**src/rtl/core/ordl_pkg.sv**
```systemverilog
// ordl_pkg: operation codes, field widths and the control bundle
// shared by the ordered list top level and its storage cells
// no dependencies
`default_nettype none

package ordl_pkg;

  localparam int unsigned OP_W    = 3;
  localparam int unsigned POS_W   = 6;
  localparam int unsigned WORD_W  = 32;
  localparam int unsigned FIDX_W  = 5;
  localparam int unsigned OCNT_W  = 6;
  localparam int unsigned IN_TDATA_W  = 40;
  localparam int unsigned OUT_TDATA_W = 48;

  localparam logic [OP_W-1:0] OP_GET    = 3'd0;
  localparam logic [OP_W-1:0] OP_LOCATE = 3'd1;
  localparam logic [OP_W-1:0] OP_INSERT = 3'd2;
  localparam logic [OP_W-1:0] OP_DELETE = 3'd3;
  localparam logic [OP_W-1:0] OP_CLEAR  = 3'd4;

  // broadcast to every cell in the row
  typedef struct packed {
    logic              ins;
    logic              del;
    logic [POS_W-1:0]  pos;
    logic [WORD_W-1:0] val;
  } ordl_ctrl_t;

endpackage

`default_nettype wire

```
**src/rtl/core/ordered_list_insert_delete.sv**
```systemverilog
// ordered_list_insert_delete: bounded ordered list of signed words
// built as a row of ordl_cell instances with a two-stage result path
// depends on ordl_pkg, ordl_cell
//
// channel  dir  fields (lsb first)
// in       in   tuser: operation[2:0]; tdata: position[5:0], item_value[37:6]
// out      out  tdata: success[0], read_value[32:1], found_index[37:33],
//                      entry_count[43:38], list_empty[44]
//
// one item per cycle unless stalled; list update and per-cell compares
// happen at accept; result registered in compare stage, then encode stage
// the first-match encode over all cells sets the second stage
// synchronous active-low reset empties the list; entry words are not cleared
// a stalled output holds the compare stage, which then holds the input
`default_nettype none

module ordered_list_insert_delete
  import ordl_pkg::*;
#(
  parameter int unsigned CAPACITY = 32
) (
  input  wire logic                   clk,
  input  wire logic                   rst_n,
  input  wire logic                   in_tvalid,
  output logic                        in_tready,
  input  wire logic [IN_TDATA_W-1:0]  in_tdata,   // position, item_value
  input  wire logic [OP_W-1:0]        in_tuser,   // operation
  output logic                        out_tvalid,
  input  wire logic                   out_tready,
  output logic [OUT_TDATA_W-1:0]      out_tdata   // success, read_value,
                                                  // found_index, entry_count,
                                                  // list_empty
);

  localparam int unsigned CNT_W = $clog2(CAPACITY + 1);
  localparam int unsigned IDX_W = $clog2(CAPACITY);
  localparam int unsigned PW    = (CNT_W > POS_W) ? CNT_W : POS_W;

  logic              in_acc;
  logic [OP_W-1:0]   op;
  logic [POS_W-1:0]  pos;
  logic [WORD_W-1:0] val;
  logic [PW-1:0]     pos_x;
  logic [PW-1:0]     cnt_x;
  logic              get_ok;
  logic              del_ok;
  logic              ins_ok;
  logic              is_loc;
  logic              ok;
  ordl_ctrl_t        ctrl;

  logic [CNT_W-1:0]  count_r;
  logic [CNT_W-1:0]  count_nxt;

  logic [WORD_W-1:0] entry_w [CAPACITY];
  logic [WORD_W-1:0] sel_w   [CAPACITY];
  logic [CAPACITY-1:0] hit_w;
  logic [WORD_W-1:0] rd_any;

  logic                s1_valid_r;
  logic                s1_loc_r;
  logic                s1_ok_r;
  logic [WORD_W-1:0]   s1_rd_r;
  logic [CAPACITY-1:0] s1_hits_r;
  logic [CNT_W-1:0]    s1_cnt_r;
  logic                s1_adv;

  logic [CAPACITY-1:0] first_hit;
  logic [IDX_W-1:0]    hit_idx;
  logic                s2_ok;

  logic                  out_valid_r;
  logic [OUT_TDATA_W-1:0] out_data_r;
  logic [OUT_TDATA_W-1:0] out_data_nxt;

  assign op  = in_tuser;
  assign pos = in_tdata[POS_W-1:0];
  assign val = in_tdata[POS_W +: WORD_W];

  assign pos_x  = PW'(pos);
  assign cnt_x  = PW'(count_r);
  assign get_ok = (op == OP_GET) && (pos_x < cnt_x);
  assign del_ok = (op == OP_DELETE) && (pos_x < cnt_x);
  assign ins_ok = (op == OP_INSERT) && (cnt_x < PW'(CAPACITY)) && (pos_x <= cnt_x);
  assign is_loc = (op == OP_LOCATE);
  assign ok     = get_ok || del_ok || ins_ok || (op == OP_CLEAR);

  assign s1_adv    = !out_valid_r || out_tready;
  assign in_tready = !s1_valid_r || s1_adv;
  assign in_acc    = in_tvalid && in_tready;

  always_comb begin
    ctrl.ins = in_acc && ins_ok;
    ctrl.del = in_acc && del_ok;
    ctrl.pos = pos;
    ctrl.val = val;
  end

  // row of cells
  for (genvar i = 0; i < CAPACITY; i++) begin : g_cell
    logic [WORD_W-1:0] lower;
    logic [WORD_W-1:0] upper;
    if (i == 0) begin : g_lo_edge
      assign lower = '0;
    end else begin : g_lo
      assign lower = entry_w[i-1];
    end
    if (i == CAPACITY - 1) begin : g_hi_edge
      assign upper = '0;
    end else begin : g_hi
      assign upper = entry_w[i+1];
    end
    ordl_cell #(
      .IDX   (i),
      .CNT_W (CNT_W)
    ) u_cell (
      .clk     (clk),
      .ctrl    (ctrl),
      .count   (count_r),
      .lower_i (lower),
      .upper_i (upper),
      .entry_o (entry_w[i]),
      .hit_o   (hit_w[i]),
      .sel_o   (sel_w[i])
    );
  end

  always_comb begin
    rd_any = '0;
    for (int unsigned i = 0; i < CAPACITY; i++) begin
      rd_any = rd_any | sel_w[i];
    end
  end

  always_comb begin
    count_nxt = count_r;
    if (in_acc) begin
      if (ins_ok) begin
        count_nxt = count_r + CNT_W'(1);
      end else if (del_ok) begin
        count_nxt = count_r - CNT_W'(1);
      end else if (op == OP_CLEAR) begin
        count_nxt = '0;
      end
    end
  end

  always_ff @(posedge clk) begin
    if (!rst_n) begin
      count_r    <= '0;
      s1_valid_r <= 1'b0;
    end else begin
      count_r <= count_nxt;
      if (in_acc) begin
        s1_valid_r <= 1'b1;
      end else if (s1_adv) begin
        s1_valid_r <= 1'b0;
      end
    end
  end

  // compare stage
  always_ff @(posedge clk) begin
    if (in_acc) begin
      s1_loc_r  <= is_loc;
      s1_ok_r   <= ok;
      s1_rd_r   <= (get_ok || del_ok) ? rd_any : '0;
      s1_hits_r <= is_loc ? hit_w : '0;
      s1_cnt_r  <= count_nxt;
    end
  end

  // first-match encode
  always_comb begin
    first_hit = s1_hits_r & (~s1_hits_r + CAPACITY'(1));
    hit_idx   = '0;
    for (int unsigned i = 0; i < CAPACITY; i++) begin
      if (first_hit[i]) begin
        hit_idx = hit_idx | IDX_W'(i);
      end
    end
    s2_ok = s1_loc_r ? (|s1_hits_r) : s1_ok_r;
  end

  always_comb begin
    out_data_nxt        = '0;
    out_data_nxt[0]     = s2_ok;
    out_data_nxt[32:1]  = s1_rd_r;
    out_data_nxt[37:33] = FIDX_W'(hit_idx);
    out_data_nxt[43:38] = OCNT_W'(s1_cnt_r);
    out_data_nxt[44]    = (s1_cnt_r == '0);
  end

  always_ff @(posedge clk) begin
    if (!rst_n) begin
      out_valid_r <= 1'b0;
    end else if (s1_adv) begin
      out_valid_r <= s1_valid_r;
    end
  end

  always_ff @(posedge clk) begin
    if (s1_adv && s1_valid_r) begin
      out_data_r <= out_data_nxt;
    end
  end

  assign out_tvalid = out_valid_r;
  assign out_tdata  = out_data_r;

  a_count_bound: assert property (@(posedge clk) disable iff (!rst_n)
    count_r <= CNT_W'(CAPACITY))
    else $error("entry count above capacity");

  a_reset_idle: assert property (@(posedge clk)
    !rst_n |=> !out_tvalid && !s1_valid_r)
    else $error("result pending after reset");

  a_insert_grows: assert property (@(posedge clk) disable iff (!rst_n)
    in_acc && ins_ok |=> count_r == $past(count_r) + CNT_W'(1))
    else $error("insert did not grow the list");

  a_clear_empties: assert property (@(posedge clk) disable iff (!rst_n)
    in_acc && (op == OP_CLEAR) |=> count_r == '0)
    else $error("clear left entries");

  a_loc_no_ok: assert property (@(posedge clk) disable iff (!rst_n)
    s1_valid_r && !s1_loc_r |-> s1_hits_r == '0)
    else $error("match bits set for a non-locate item");

endmodule

`default_nettype wire

```
**src/rtl/core/ordl_cell.sv**
```systemverilog
// ordl_cell: one list position; holds one entry, shifts from its
// lower or upper neighbor, compares against the searched value
// depends on ordl_pkg
`default_nettype none

module ordl_cell
  import ordl_pkg::*;
#(
  parameter int unsigned IDX   = 0,
  parameter int unsigned CNT_W = 6
) (
  input  wire logic              clk,
  input  wire ordl_ctrl_t        ctrl,
  input  wire logic [CNT_W-1:0]  count,
  input  wire logic [WORD_W-1:0] lower_i,
  input  wire logic [WORD_W-1:0] upper_i,
  output logic [WORD_W-1:0]      entry_o,
  output logic                   hit_o,
  output logic [WORD_W-1:0]      sel_o
);

  localparam int unsigned PW = (CNT_W > POS_W) ? CNT_W : POS_W;

  logic [WORD_W-1:0] entry_r;
  logic [WORD_W-1:0] entry_nxt;
  logic              at_pos;
  logic              above_pos;
  logic              in_list;

  assign at_pos    = PW'(IDX) == PW'(ctrl.pos);
  assign above_pos = PW'(IDX) >  PW'(ctrl.pos);
  assign in_list   = CNT_W'(IDX) < count;

  always_comb begin
    entry_nxt = entry_r;
    if (ctrl.ins) begin
      if (at_pos) begin
        entry_nxt = ctrl.val;
      end else if (above_pos) begin
        entry_nxt = lower_i;
      end
    end else if (ctrl.del) begin
      if (at_pos || above_pos) begin
        entry_nxt = upper_i;
      end
    end
  end

  always_ff @(posedge clk) begin
    entry_r <= entry_nxt;
  end

  assign entry_o = entry_r;
  assign hit_o   = in_list && (entry_r == ctrl.val);
  assign sel_o   = at_pos ? entry_r : '0;

endmodule

`default_nettype wire
```
**config.mk**
```make
export PLATFORM = sky130hd
export DESIGN_NAME = ordered_list_insert_delete
export DESIGN_NICKNAME = d
export VERILOG_FILES = /design/src/rtl/core/ordl_pkg.sv /design/src/rtl/core/ordered_list_insert_delete.sv /design/src/rtl/core/ordl_cell.sv
export SDC_FILE = /design/constraint.sdc
export NUM_CORES = 2
export LEC_CHECK = 0
export BUFFER_PORTS_ARGS = -buffer_cell sky130_fd_sc_hd__buf_2
export CELL_PAD_IN_SITES_DETAIL_PLACEMENT = 1
export CELL_PAD_IN_SITES_GLOBAL_PLACEMENT = 1
export CORE_MARGIN = 2
export CORE_UTILIZATION = 40
export CTS_BUF_LIST = sky130_fd_sc_hd__clkbuf_4 sky130_fd_sc_hd__clkbuf_8
export DETAILED_ROUTE_END_ITERATION = 8
export PLACE_DENSITY_LB_ADDON = 0.1
export REMOVE_ABC_BUFFERS = 1
export SYNTH_ARGS = -nofsm -noshare
export SYNTH_HDL_FRONTEND = slang
export SYNTH_HIERARCHICAL = 1
export SYNTH_SLANG_ARGS = --single-unit
```
**constraint.sdc**
```tcl
create_clock -name clk -period 23 [get_ports clk]
set_input_delay 2.3 -clock clk [delete_from_list [all_inputs] [get_ports clk]]
set_output_delay 2.3 -clock clk [all_outputs]
set_load 0.05 [all_outputs]
```
Yosys cells after proc, flatten, opt, wreduce, memory -nomap -nowiden. Cells that the tools add are included.

Register bits: 1149. Latch bits: 0. RAM bits: 0. ROM bits: 0. Input bits: 47. Output and inout bits: 50. Logic and storage cells: 630. Memories kept: 0.

Add/subtract/negate cells: 3. $mul: 0. Div/mod/pow operators: 0. Order comparisons: 67. Eq/ne operators: 101. Shift operators: 0. Multiplexer cells: 228. Bitwise gates (word level): 33. Reduce and logical (&&, ||, !) cells: 152.

Operator list (number): 32-bit 2-to-1 mux (192); 32-bit equality test (32); 32-bit OR (31); 3-bit by 1-bit inequality test with 1-bit output, second input constant (33); 5-bit by 6-bit equality test with 1-bit output, first input constant (16); 5-bit by 6-bit greater-than comparator with 1-bit output, first input constant (16); 5-bit by 6-bit less-than comparator with 1-bit output, first input constant (16); 3-bit AND reduction (32); 2-bit nonzero test (33); 4-bit by 6-bit equality test with 1-bit output, first input constant (8); 4-bit by 6-bit greater-than comparator with 1-bit output, first input constant (8); 4-bit by 6-bit less-than comparator with 1-bit output, first input constant (8); 1-bit logical AND (40); 1-bit logical OR (37); 32-bit by 1-bit adder with 32-bit output, second input constant (1); 32-bit AND (1); 4-bit 2-to-1 mux (8); 32-bit NOT (1); 32-bit OR reduction (1); 3-bit by 6-bit equality test with 1-bit output, first input constant (4); 3-bit by 6-bit greater-than comparator with 1-bit output, first input constant (4); 3-bit by 6-bit less-than comparator with 1-bit output, first input constant (4); 3-bit 2-to-1 mux (8); 6-bit 2-to-1 mux (4); other kinds (24) (46).

Logic depth before layout (Yosys ltp).
Depth after elaboration: 33. Mapped depth: 10. Mapped depth without buffers: 8.

By module. The synthesis kept the hierarchy.

Modules (own cells, without submodules): ordered_list_insert_delete (instances 1, cells each 731, area an instance 7278.2 um^2, sequential area each 3673.5 um^2); ordl_cell at g_cell[14].u_cell ... (instances 2, cells each 224, area an instance 2272.2 um^2, sequential area each 960.9 um^2); ordl_cell at g_cell[17].u_cell ... (instances 2, cells each 223, area an instance 2265.9 um^2, sequential area each 960.9 um^2); ordl_cell at g_cell[3].u_cell ... (instances 2, cells each 221, area an instance 2262.2 um^2, sequential area each 960.9 um^2); ordl_cell at g_cell[21].u_cell (instances 1, cells each 260, area an instance 2506.2 um^2, sequential area each 960.9 um^2); ordl_cell at g_cell[29].u_cell (instances 1, cells each 259, area an instance 2354.8 um^2, sequential area each 960.9 um^2); ordl_cell at g_cell[10].u_cell (instances 1, cells each 224, area an instance 2275.9 um^2, sequential area each 960.9 um^2); ordl_cell at g_cell[6].u_cell (instances 1, cells each 224, area an instance 2268.4 um^2, sequential area each 960.9 um^2); ordl_cell at g_cell[22].u_cell (instances 1, cells each 224, area an instance 2267.2 um^2, sequential area each 960.9 um^2); ordl_cell at g_cell[28].u_cell (instances 1, cells each 225, area an instance 2267.2 um^2, sequential area each 960.9 um^2); ordl_cell at g_cell[30].u_cell (instances 1, cells each 225, area an instance 2263.4 um^2, sequential area each 960.9 um^2); ordl_cell at g_cell[5].u_cell (instances 1, cells each 223, area an instance 2263.4 um^2, sequential area each 960.9 um^2); ordl_cell at g_cell[11].u_cell (instances 1, cells each 222, area an instance 2258.4 um^2, sequential area each 960.9 um^2); ordl_cell at g_cell[23].u_cell (instances 1, cells each 222, area an instance 2257.2 um^2, sequential area each 960.9 um^2); +16 rows.

Worst setup path after synthesis. Ideal clock, no wire load.

Path type: input -> register. Start point: input in_tdata[5]. End point: register g_cell[10].u_cell.entry_r[0] (enable). Setup time: 0.594 ns. Arrival time: 10.330 ns. Required time: 22.406 ns. Setup slack: 12.076 ns. Stages: 7. Path buffers: 0. Cells stage by stage: ha_1 nand4_1 o21bai_2 a31oi_2 nor2_1 nor2_1 a2111oi_0.

RTL lines: from (decl) (line ordered_list_insert_delete.sv:26) `input wire logic [IN_TDATA_W-1:0] in_tdata,`; to (signal assigned) (line ordl_cell.sv:50) `entry_r <= entry_nxt;`; to (decl) (line ordl_cell.sv:24) `logic [WORD_W-1:0] entry_r;`.

==> summary.md <==
| Metric | Value |
|---|---|
| Most frequent cells in the layout | `nor2_1 (1149), edfxtp_1 (1141), and2_1 (1058), xor2_1 (906), nand2_1 (749)` |
| Final core occ | `~44%` |
| Syn Area/Cell | `9.58 um2` |
| I/O pins | `97` |
| Slowest-stage cell, CP | `buf_4` |
| H-tree level count | `4` |
| Outcome | `finished, violations left` |
| Main synth FF type | `edfxtp_1` |
| Post-synth top area share | `43.0%` |
| Core Rows | `163` |
| P_leak | `30.8 nW` |
| Hold slack | `0.416 ns` |
| Maximum vdd drop | `between 0.05 and 0.06 mV` |
| Die Y | `approximately 450 um` |
| Area Overhead vs Synth | `9.46%` |
| Wire per inst | `between 30 and 40 um` |
| Number of flops mapped to enable cells by yosys | `1141` |
| DR iter-0 viols | `10.6k` |
| Initial Utilization | `40.3%` |
| Setup bufs post-CTS | `0` |
| GRT overflow | `0` |
| Die Area | `0.203 mm2` |
| Vias per inst | `6.24` |
| Worst-Margin Slew | `approximately 1.5 ns` |
| Synthesized cell area | `0.0796 mm2` |
| Crit path DAT | `between 9 and 10 ns` |
| Post-synthesis sequential element count | `between 1k and 1.5k` |
| Final Max Slew Viols | `3` |
| Post-Route WL | `386000 um` |
| Synth Warn # | `6` |
| Maxcap violations | `5` |
| Crit path capture type | `register` |
| Critical path's most frequent cell | `buf_4` |
| Initial antenna violation count | `31` |
| Ranking of synthesized cells by area | `edfxtp_1 (43%), xor2_1 (10%), and2_1 (8.3%), mux2i_1 (8.0%), nor2_1 (5.4%)` |
| Power per cell area | `approximately 56 mW/mm2` |
| Inst Count DP | `10.9k` |
| First-pass iteration count of the detailed router | `6` |
| Synth area leader | `edfxtp_1` |
| Clock tree sinks | `1149` |
| Share of layout cells above drive strength 1 | `around 10%` |
| GRT Util Overall | `a little under two fifths` |
| Setup CP Type | `in -> reg` |
| Worst-path clk slew | `roughly 0.06 ns` |
| DRC errors left | `0` |
| PortBufs | `a little over 90` |
| HPWL Detailed | `between 200000 and 300000 um` |
| Worst hold path type | `reg -> reg` |
| Tcrit/Tclk final | `between 30% and 40%` |
| Largest net degree at the start of global routing | `about 240` |
| Later-pin clock latency in the skew report | `around 1.1 ns` |
| Crit path cell chain | `buf_2 -> buf_12 -> ha_1 -> nand4_1 -> o21bai_2 -> a31oi_2 -> nor2_4 -> buf_12 -> buf_4 -> buf_4 -> buf_4 -> buf_4 -> nor2_1 -> a31oi_2` |
| Final setup viols | `0` |
| Fin Setup TNS | `0 ns` |
| First-pass GRT wire length | `approximately 530000 um` |
| Hold-fix buffers, CTS | `0` |
| Dpl ws | `13.72 ns` |
| RePlAce Congestion | `between 1 and 1.5` |
| Worst Setup Start Kind | `input port` |
| Post-Layout Cell Count | `around 11k` |
| Clk root buf | `clkbuf_8` |
| Max Fclk | `roughly 0.12 GHz` |
| # fillers | `22.5k` |
| Vias in the first global route | `67.0k` |
| CTS max path bufs | `3` |
| Post-synthesis sequential area ratio | `43.2%` |
| Core area | `approximately 0.2 mm2` |
| CTS tree | `yes` |
| Failing checks | `capacitance limit, slew limit` |
| CP required | `around 24 ns` |
| Slew margin rel. | `-2.23%` |
| # resized after CTS | `0` |
| Inserted Clock Buffers | `225` |
| Synth cell types | `88` |
| Hold Fails Final Rpt | `0` |
| CP max stage delay | `slightly below 1 ns` |
| Die X | `between 400 and 500 um` |
| Synthesized netlist cell count | `just over 8k` |
| Final Net Count | `between 8k and 9k` |
| RSZ-0062 raised after global routing | `false` |
| Final min period | `roughly 8.6 ns` |
| Most common cell after layout, fill and taps aside | `nor2_1` |
| Final worst slack | `14.38 ns` |
| Worst Skew | `~0.056 ns` |
| Post-synth ARST share | `0%` |
| Critical-path maximum fanout | `between 150 and 200` |
| Vias | `around 70k` |
| Routed Antenna Nets | `0` |
[worst max-delay path: cells and delay by family]
family | cells | cell delay [ns]
and+or+nand+nor | 3 | 0.83
AOI/OAI and AO/OA | 3 | 0.75
buffers and inverters | 7 | 4.59
adders and majority gates | 1 | 0.33
[report_power, final]
part           internal, mW  switching (mW)  total, mW
sequential             2.31          0.0247       2.33
combinational         0.121           0.361      0.482
clock                  1.09            1.02       2.11
[kinds of logic (layout without fill, tap and decap cells)]
family | Yosys count | in the layout | synth area share (%)
AND/OR/NAND/NOR | 3817 | 3817 | 24.3
AO/OA/AOI/OAI | 1158 | 1158 | 8.59
flip-flops | 1149 | 1149 | 43.2
XOR/XNOR | 1025 | 1025 | 11.3
multiplexers | 640 | 640 | 8.05
buffers and inverters | 512 | 769 | 4.39
adder cells (fa/ha/maj) | 8 | 8 | 0.126
other | 1 | 82 | 0.00471
[worst paths after layout]
path         cells after the start  slack, ns                                       to                     start
max                             14      14.38  g_cell[21].u_cell/entry_o[18]$_DFFE_PP_               in_tdata[2]
min                              0       0.42                   out_tdata[2]$_DFFE_PP_  s1_rd_r[1]$_SDFFCE_PN0P_
max reg2reg                     14      15.30  g_cell[21].u_cell/entry_o[18]$_DFFE_PP_       cnt_x[5]$_SDFF_PN0_
min reg2reg                      0       0.42                   out_tdata[2]$_DFFE_PP_  s1_rd_r[1]$_SDFFCE_PN0P_
[per-stage QoR]
step | total power [mW] | instance area, um2
after floorplan | 2.68 | 76400
after global placement | 2.83 | 82800
after detailed placement | 2.84 | 82800
after CTS | 4.93 | 87100
after global routing | 5.04 | 87100
final | 4.92 | 87100
[metal layers]
layer	global-route usage (%)	up-vias	wire [um]
li1	-	29900	-
met1	54.0	35800	169000
met2	50.0	4037	154000
met3	8.84	635	42200
met4	18.4	12	21300
met5	0	-	83
[cell type report]
| cell class | count | area (um2) | share of cell area, % |
|---|---|---|---|
| clock buffer | 315 | 3820 | 4.39 |
| timing repair buffer | 342 | 2530 | 2.91 |
| tap | 2640 | 3300 | 3.79 |
| sequential | 1149 | 34400 | 39.5 |
| clock inverter | 93 | 482 | 0.553 |
| multi-input combinational | 6715 | 42400 | 48.7 |
| inverter | 19 | 73.8 | 0.0847 |
| antenna | 15 | 37.5 | 0.0431 |
[synthesized netlist by cell type, types with 4 or more instances]
| cell | number |
|---|---|
| nor4_2 | 9 |
| or3_1 | 5 |
| nor2b_1 | 4 |
| a31oi_1 | 353 |
| a211oi_1 | 11 |
| nand2b_1 | 4 |
| o21ai_0 | 21 |
| or4_1 | 11 |
| buf_4 | 14 |
| nor4b_2 | 5 |
| clkbuf_1 | 295 |
| a21oi_1 | 663 |
| o211ai_1 | 4 |
| dfxtp_1 | 8 |
| nor4_1 | 492 |
| buf_6 | 45 |
| a31oi_2 | 41 |
| edfxtp_1 | 1141 |
| and3_1 | 10 |
| a311oi_1 | 4 |
| nand3b_1 | 4 |
| o21a_1 | 5 |
| buf_2 | 12 |
| nor2_1 | 1153 |
| o22a_1 | 4 |
| nor3_2 | 14 |
| mux2i_1 | 640 |
| buf_1 | 27 |
| xor2_1 | 906 |
| a2111oi_0 | 5 |
| clkbuf_2 | 30 |
| nand4_1 | 147 |
| inv_1 | 19 |
| a21o_1 | 7 |
| ha_1 | 8 |
| and2_1 | 1058 |
| nand2_2 | 39 |
| nor3_1 | 40 |
| nand3_1 | 37 |
| nand2_1 | 749 |
| buf_12 | 68 |
| xnor2_1 | 119 |
| or3_4 | 4 |
| o211a_1 | 4 |
[registers in the layout, summed over array words and instances (netlist names)]
register	flops
s1_cnt_r	6
s1_hits_r	32
s1_ok_r	1
s1_valid_r	1
s1_loc_r	1
out_tvalid	1
s1_rd_r	32
cnt_x	6
g_cell.u_cell/entry_o	1024
out_tdata	45
Power figures use the tool's default switching activity.
